[config.mk]
export PLATFORM = sky130hd
export DESIGN_NAME = frc_crc_step
export DESIGN_NICKNAME = d
export VERILOG_FILES = /design/src/design/frc_pkg.sv /design/src/design/frc_crc_step.sv
export SDC_FILE = /design/constraint.sdc
export NUM_CORES = 1
export LEC_CHECK = 0
export BUFFER_PORTS_ARGS = -buffer_cell sky130_fd_sc_hd__buf_2
export CAP_MARGIN = 10
export CORE_AREA = 2 2 39 41
export DETAILED_ROUTE_END_ITERATION = 8
export DIE_AREA = 0 0 41 43
export SYNTH_ARGS = -nofsm -noshare
export SYNTH_HDL_FRONTEND = slang
export SYNTH_SLANG_ARGS = --single-unit
[constraint.sdc]
create_clock -name vclk -period 2.2
set_input_delay 0.44 -clock vclk [all_inputs]
set_output_delay 0.44 -clock vclk [all_outputs]
set_load 0.005 [all_outputs]
[src/design/frc_pkg.sv]
// ----------------------------------------------------------------------------
// frc_pkg
// Shared types and constants of the framed packet receive checker: byte tags,
// frame status codes, framing codes and CRC-16/MODBUS constants.
// ----------------------------------------------------------------------------
package frc_pkg;

    // Framing codes
    localparam logic [7:0]  START_CODE = 8'h02;
    localparam logic [7:0]  END_CODE   = 8'h03;

    // CRC-16/MODBUS: reflected polynomial, start value, no final xor
    localparam logic [15:0] CRC_POLY   = 16'hA001;
    localparam logic [15:0] CRC_INIT   = 16'hFFFF;

    // Place of a byte in the frame
    typedef enum logic [3:0] {
        KIND_START   = 4'd0,
        KIND_CONTROL = 4'd1,
        KIND_COUNT   = 4'd2,
        KIND_TERM    = 4'd3,
        KIND_PAYLOAD = 4'd4,
        KIND_CRC_LO  = 4'd5,
        KIND_CRC_HI  = 4'd6,
        KIND_END     = 4'd7,
        KIND_NONE    = 4'd8
    } t_kind;

    // Frame status, valid on the closing beat
    typedef enum logic [2:0] {
        ST_OK         = 3'd0,
        ST_SHORT      = 3'd1,
        ST_LARGE      = 3'd2,
        ST_NO_START   = 3'd3,
        ST_NO_END     = 3'd4,
        ST_BAD_COUNT  = 3'd5,
        ST_COUNT_MISM = 3'd6,
        ST_CRC_MISM   = 3'd7
    } t_status;

endpackage

[src/design/frc_crc_step.sv]
// ----------------------------------------------------------------------------
// frc_crc_step
// One byte of CRC-16/MODBUS: xor the byte into the low end, then eight
// reflected shift steps against the polynomial.
// ----------------------------------------------------------------------------
module frc_crc_step
    import frc_pkg::*;
(
    input  logic [15:0] i_crc,
    input  logic [7:0]  i_data,
    output logic [15:0] o_crc
);

    // Bitwise reflected update, eight dependent steps
    always_comb begin
        logic [15:0] v_crc;
        v_crc = i_crc ^ {8'h00, i_data};
        for (int k = 0; k < 8; k++) begin
            if (v_crc[0]) begin
                v_crc = (v_crc >> 1) ^ CRC_POLY;
            end else begin
                v_crc = v_crc >> 1;
            end
        end
        o_crc = v_crc;
    end

endmodule

After elaboration in Yosys (flattened, before gate mapping) --
Cells that the tools add are included.
Word-level totals: output and inout bits 16, register bits 0, logic and storage cells 17
Operators by class: multiplexer cells 8, bitwise logic cells 9
Operators by type and width (count):
- 2-to-1 mux 16 bit | 8
- inverter 2 -> 3 bit | 8
- XOR 16 x 8 -> 16 bit | 1

Depth between registers and ports, before layout --
Gate-level depths: netlist of the first run.
depth after elaboration 17, mapped depth 4, depth with buffers taken out 4

Worst setup path after synthesis of the first run --
OpenSTA, ideal clock, no wires.
kind input-to-output, start point input port i_data[3], end point output port o_crc[0], path slack 0.267 ns, arrival time 1.493 ns, stages 4, data required time 1.760 ns, path through xor2_1 xnor2_1 xnor2_2 xnor3_1
On the way: longest elaborated chain between the ends 10
RTL lines:
- start: declaration | line frc_crc_step.sv:10 | input logic [7:0] i_data,
- XOR 16 x 8 -> 16 bit * | line frc_crc_step.sv:17 | v_crc = i_crc ^ {8'h00, i_data};
- 2-to-1 mux 16 bit * (2 in a row) | line frc_crc_step.sv:19 | if (v_crc[0]) begin
- inverter 2 -> 3 bit (no line)
- 2-to-1 mux 16 bit * (6 in a row) | line frc_crc_step.sv:19
- end: declaration | line frc_crc_step.sv:11 | output logic [15:0] o_crc
Every way passes the cells marked *; elsewhere a longest branch is shown, timed or not.

Worst setup path after layout of the first run --
Ends and elaborated chain as after synthesis.

==> reports/metrics.csv, run 1 <==
stage,metric,value,unit
run_status,outcome,completed,
setup_path,slowest_delay,330,ps
layout,drive_above_1_share,71.43,%
pwr,total_power,0.0002898,W
floorplan,pin_count,40,
min_path,holdCritPathClass,primary input to output pin,
grt,grt_max_degree,4,
sta,min_period_over_period,96.22,%
setup_path,cp-start-kind,primary input,
sta,rsz0062_at_grt,no,
sta,max_freq,472.4,MHz
grt,antenna_found_initial,0,
grt,grt_pass1_vias,243,
place,hpwl,577,um
synthesis,synth_common_cells,"14 x xnor2_1, 6 x xor2_1, 5 x buf_4",
layout,seq_area,0,um2
synthesis,ys_top_cells_by_area,"xnor2_1 43%, xor2_1 19%, xnor2_2 17%",
layout,area_growth,78.41,%
synthesis,yosys_warnings,0,
drt,dr.first_iter.drc_count,0,
floorplan,row_count,14,
synthesis,ys_types,5,
drt,num_vias,287,
drt,detail-route-antenna-nets,0,
floorplan,start_util,20.52,%
synthesis,netlist_instances,29,
layout,nClkBuffers,0,
sta,hold_violations,0,
floorplan,fp.dieH,43,um
drt,wl,593,um
setup_path,worstSetupPathType,primary input to output pin,
layout,nets,89,
setup_path,crit_slowest_cell,xnor3_1,
layout,final_util,36.62,%
floorplan,die_x,41,um
floorplan,die-area,0.001763,mm2
run,drv_cap,0,
sta,tns,0,ps
setup_path,crit_fanout,2,
grt,track_usage,6.507,%
synthesis,synth_top_area_share,43.17,%
setup_path,critPathTopFamily,XOR/XNOR gates,
synthesis,syn_area_per_cell,9.794,um2
drt,wire_per_inst,7.506,um
synthesis,yosysTopAreaCell,xnor2_1,
pwr,vdd_ir_drop_max,0.1756,mV
sta,finalSetupViolCount,0,
synthesis,ys_seq_area_share,0,%
synthesis,syn_nets,53,
drt,vias_per_cell,3.633,
pwr,power.density,572.0,mW/mm2
setup_path,path_buf_inv,2,
sta,maxSlewViolCount,0,
pwr,cellLeakagePower,0.2715,nW
sta,worst_pin_slew,329.0,ps
synthesis,synth_most_common_cell,xnor2_1,
sta,final.min_clock_period,2117,ps
layout,diodes,0,
sta,max_slew_margin,77.99,%
grt,grt_pass1_wl,862,um
setup_path,worstPathCellList,buf_2 -> xor2_1 -> xnor2_2 -> xnor2_2 -> xnor3_1 -> buf_2,
grt,gr-total-overflow,0,
place,portBuffers,30,
sta,finalWorstSetupSlack,83.21,ps
synthesis,syn_area,284.0,um2
drt,first_pass_iters,1,
setup_path,worstPathRequired,1760,ps
place,pre_cts_ws,66.08,ps
drt,route.detailed.drc,0,
floorplan,core_region_area,0.001384,mm2
place,gp_congestion,0.5924,
layout,nFlopsAndLatches,0,
setup_path,cp_data_arrival_time,1680,ps
setup_path,cp-end-kind,output pin,
-- cell type report --
class	count	area, um2
fill	147	877.1
multi-input combinational	24	269.0
tap	16	20.02
timing repair buffer	39	217.7
-- where the power goes --
group	internal, W	leakage [nW]	total (W)	switching (W)
registers	0	0	0	0
clock network	0	0	0	0
logic	0.000178	0.272	0.000290	0.000112
total	0.000178	0.272	0.000290	0.000112
-- worst paths after layout --
path / start / end / slack (ps) / cells past startpoint
max: i_data[3] / o_crc[0] / 80 / 6
min: i_crc[10] / o_crc[2] / 880 / 0
-- placed cells by master (no fill, tap or decap) --
| cell | instances |
|---|---|
| buf_2 | 30 |
| xnor2_1 | 11 |
| xnor2_2 | 6 |
| xnor3_1 | 1 |
| buf_4 | 9 |
| xor2_1 | 6 |
-- metrics by stage --
| stage | hold WS [ps] | area [um2] | instances |
|---|---|---|---|
| final | 880.0 | 506.7 | 79 |
| after global placement | 880.0 | 476.7 | 78 |
| after floorplan | 940.0 | 284.0 | 29 |
| after detailed placement | 880.0 | 476.7 | 78 |
| after global routing | 880.0 | 506.7 | 79 |
| after CTS | 880.0 | 476.7 | 78 |
-- per-layer routing --
layer  wire length [um]  track usage, %
met1                219           6.369
met2                320           14.06
met3                 53               0
met4                  0               0
met5                  0               0
-- kinds of logic after synthesis --
kind of cell / Yosys count / share of synthesized area (%)
XOR/XNOR: 24 / 86.79
buffers and inverters: 5 / 13.22
-- repair_timing --
action                                  4_1_cts  5_1_grt
hold buffers                                  0        0
resized for setup                             0        3
buffers inserted                              0        1
endpoints found under the setup margin        0        2
No activity file was read; power rests on OpenSTA's default activity.
==> inputs of run 2 (changes only) <==
--- a/config.mk
+++ b/config.mk
@@ -5,11 +5,14 @@
 export SDC_FILE = /design/constraint.sdc
 export NUM_CORES = 1
 export LEC_CHECK = 0
+export ABC_AREA = 1
 export BUFFER_PORTS_ARGS = -buffer_cell sky130_fd_sc_hd__buf_2
 export CAP_MARGIN = 10
 export CORE_AREA = 2 2 39 41
 export DETAILED_ROUTE_END_ITERATION = 8
 export DIE_AREA = 0 0 41 43
+export PLACE_DENSITY = 0.73
 export SYNTH_ARGS = -nofsm -noshare
 export SYNTH_HDL_FRONTEND = slang
 export SYNTH_SLANG_ARGS = --single-unit
+export TNS_END_PERCENT = 30
==> run 2 against run 1 <==
First-iteration DRC count increased by 2. Via count rose by 54%. Critical path type unchanged. Power decreased by 19%. Die area unchanged.
==> reports/metrics.csv, run 2 <==
stage,metric,value,unit,change
run_status,outcome,completed,,unchanged
layout,fin_area,583.1,um2,was 506.7 um2
pwr,total_power,0.0002358,W,was 0.0002898 W
synthesis,synth_most_common_cell,nand2_1,,was xnor2_1
place,portBuffers,30,,unchanged
grt,antenna_found_initial,0,,unchanged
sta,final.min_clock_period,2053,ps,was 2117 ps
sta,rsz0062_at_grt,no,,unchanged
drt,wl,776,um,was 593 um
clocking,cts_hold_buf,0,,unchanged
drt,detail-route-antenna-nets,0,,unchanged
drt,wl_met2,409,um,was 320 um
grt,track_usage,8.891,%,was 6.507%
synthesis,synth_common_cells,"12 x nand2_1, 9 x xor2_1, 8 x inv_1",,"was 14 x xnor2_1, 6 x xor2_1, 5 x buf_4"
setup_path,crit_fanout,4,,was 2
synthesis,ys_top_cells_by_area,"xor2_1 18%, nand2_4 13%, nand2_1 10%",,"was xnor2_1 43%, xor2_1 19%, xnor2_2 17%"
sta,worst_pin_slew,316.0,ps,was 329.0 ps
sta,hold_ws,880.0,ps,unchanged
setup_path,path_buf_inv,3,,was 2
setup_path,startpoint,i_crc[0],,was i_data[3]
sta,finalSetupViolCount,0,,unchanged
floorplan,core_region_area,0.001384,mm2,unchanged
floorplan,fp.dieH,43,um,unchanged
pwr,cellLeakagePower,0.3636,nW,was 0.2715 nW
pwr,sw_frac_of_total,52.82,%,was 38.47%
layout,final_common_cell,buf_2,,unchanged
synthesis,syn_nets,89,,was 53
drt,vias_per_cell,4.160,,was 3.633
setup_path,cp_data_arrival_time,1610,ps,was 1680 ps
sta,tns,0,ps,unchanged
grt,grt_max_degree,5,,was 4
floorplan,die-area,0.001763,mm2,unchanged
clocking,post_cts_buffers,0,,unchanged
pwr,p_seq_share,0,%,about the same
synthesis,yosys_warnings,0,,unchanged
synthesis,yosysTopAreaCell,xor2_1,,was xnor2_1
layout,nClkBuffers,0,,unchanged
floorplan,start_util,32.19,%,was 20.52%
run,drv_cap,0,,unchanged
setup_path,worstPathCellList,buf_2 -> inv_1 -> nand2_2 -> nand2_4 -> nand2_4 -> nand2_4 -> nand2_4 -> nand3_1 -> nand3_2 -> nand2_2 -> nand2_2 -> nand2_2 -> nand2_1 -> nand2_1 -> buf_2,,was buf_2 -> xor2_1 -> xnor2_2 -> xnor2_2 -> xnor3_1 -> buf_2
place,placed_area,578.1,um2,was 476.7 um2
sta,maxSlewViolCount,0,,unchanged
grt,gr-total-overflow,0,,unchanged
setup_path,worstSetupPathType,primary input to output pin,,unchanged
floorplan,pin_count,40,,unchanged
layout,nets,116,,was 89
layout,nFlopsAndLatches,0,,unchanged
place,gp_congestion,0.7179,,was 0.5924
drt,num_vias,441,,was 287
pwr,p_clk_share,0,%,about the same
pwr,p_sw,0.0001246,W,was 0.0001115 W
min_path,holdCritStartpoint,i_crc[9],,was i_crc[10]
drt,dr.first_iter.drc_count,2,,was 0
min_path,holdCritPathClass,primary input to output pin,,unchanged
pwr,power.density,404.5,mW/mm2,was 572.0 mW/mm2
synthesis,netlist_instances,65,,was 29
layout,drive_above_1_share,56.67,%,was 71.43%
setup_path,cp-start-kind,primary input,,unchanged
drt,first_pass_iters,2,,was 1
place,hpwl,719.6,um,was 577 um
drt,wl_met1,302,um,was 219 um
synthesis,ys_types,11,,was 5
grt,grt_pass1_vias,313,,was 243
pwr,pwr-share-comb,100.0,%,about the same
synthesis,syn_area,445.4,um2,was 284.0 um2
layout,final_util,42.13,%,was 36.62%
floorplan,die_x,41,um,unchanged
setup_path,crit_slowest_cell,buf_2,,was xnor3_1
synthesis,syn_area_per_cell,6.853,um2,was 9.794 um2
synthesis,synth_top_area_share,17.70,%,was 43.17%
setup_path,slowest_delay,120,ps,was 330 ps
floorplan,row_count,14,,unchanged
setup_path,cp-end-kind,output pin,,unchanged
layout,diodes,0,,unchanged
layout,area_growth,30.90,%,was 78.41%
sta,hold_violations,0,,unchanged
layout,layout_common_cells,"30 x buf_2, 12 x nand2_1, 9 x xor2_1",,"was 30 x buf_2, 11 x xnor2_1, 9 x buf_4"
sta,max_slew_margin,78.78,%,was 77.99%
sta,min_period_over_period,93.33,%,was 96.22%
drt,wire_per_inst,7.321,um,was 7.506 um
setup_path,worstPathRequired,1760,ps,about the same
setup_path,critPathTopFamily,simple AND/OR/NAND/NOR gates,,was XOR/XNOR gates
sta,max_freq,487.1,MHz,was 472.4 MHz
pwr,vdd_ir_drop_max,0.1270,mV,was 0.1756 mV
drt,routed.top_layer,met3,,unchanged
grt,grt_pass1_wl,1200,um,was 862 um
drt,route.detailed.drc,0,,unchanged
synthesis,ys_seq_area_share,0,%,unchanged
clocking,cts_resized,0,,unchanged
drt,wl_met3,64,um,was 53 um
pwr,internal_power,0.0001113,W,was 0.0001783 W
layout,seq_area,0,um2,unchanged
-- run 2: per-layer routing --
| layer | track usage (%) | up-vias |
|---|---|---|
| met5 | 0 | - |
| met4 | 1.333 | 0 |
| met3 | 1.047 | 0 |
| met2 | 15.00 | 12 |
| met1 | 11.71 | 189 |
| li1 | - | 240 |
-- run 2: cell families (layout without fill, tap and decap cells) --
group	count (synthesis)	after routing	synth area share (%)
xor+xnor	16	16	34.83
buf+inv	15	40	16.86
simple gates	34	34	48.31
-- run 2: worst paths after layout --
| check | endpoint | slack [ps] | depth (start not counted) |
|---|---|---|---|
| setup / recovery | o_crc[0] | 150 | 15 |
| hold / removal | o_crc[1] | 880 | 0 |
-- run 2: area by class of cell --
class / instances / area (um2)
inverters: 10 / 37.54
repair buffers: 30 / 150.1
well taps: 16 / 20.02
fillers: 158 / 800.8
multi-input cells: 50 / 375.4
-- run 2: power by group through the flow --
stage / logic, W / clock network, W / registers, W
2_1_floorplan: 0.000159 / 0 / 0
3_3_place_gp: 0.000232 / 0 / 0
3_5_place_dp: 0.000236 / 0 / 0
4_1_cts: 0.000237 / 0 / 0
5_1_grt: 0.000266 / 0 / 0
6_report: 0.000236 / 0 / 0
-- run 2: metrics by stage --
step	std cells	setup slack [ps]
after CTS	106	127.6
final	106	146.8
after detailed placement	106	128.8
after floorplan	65	427.6
after global routing	106	13.68
after global placement	106	164.3
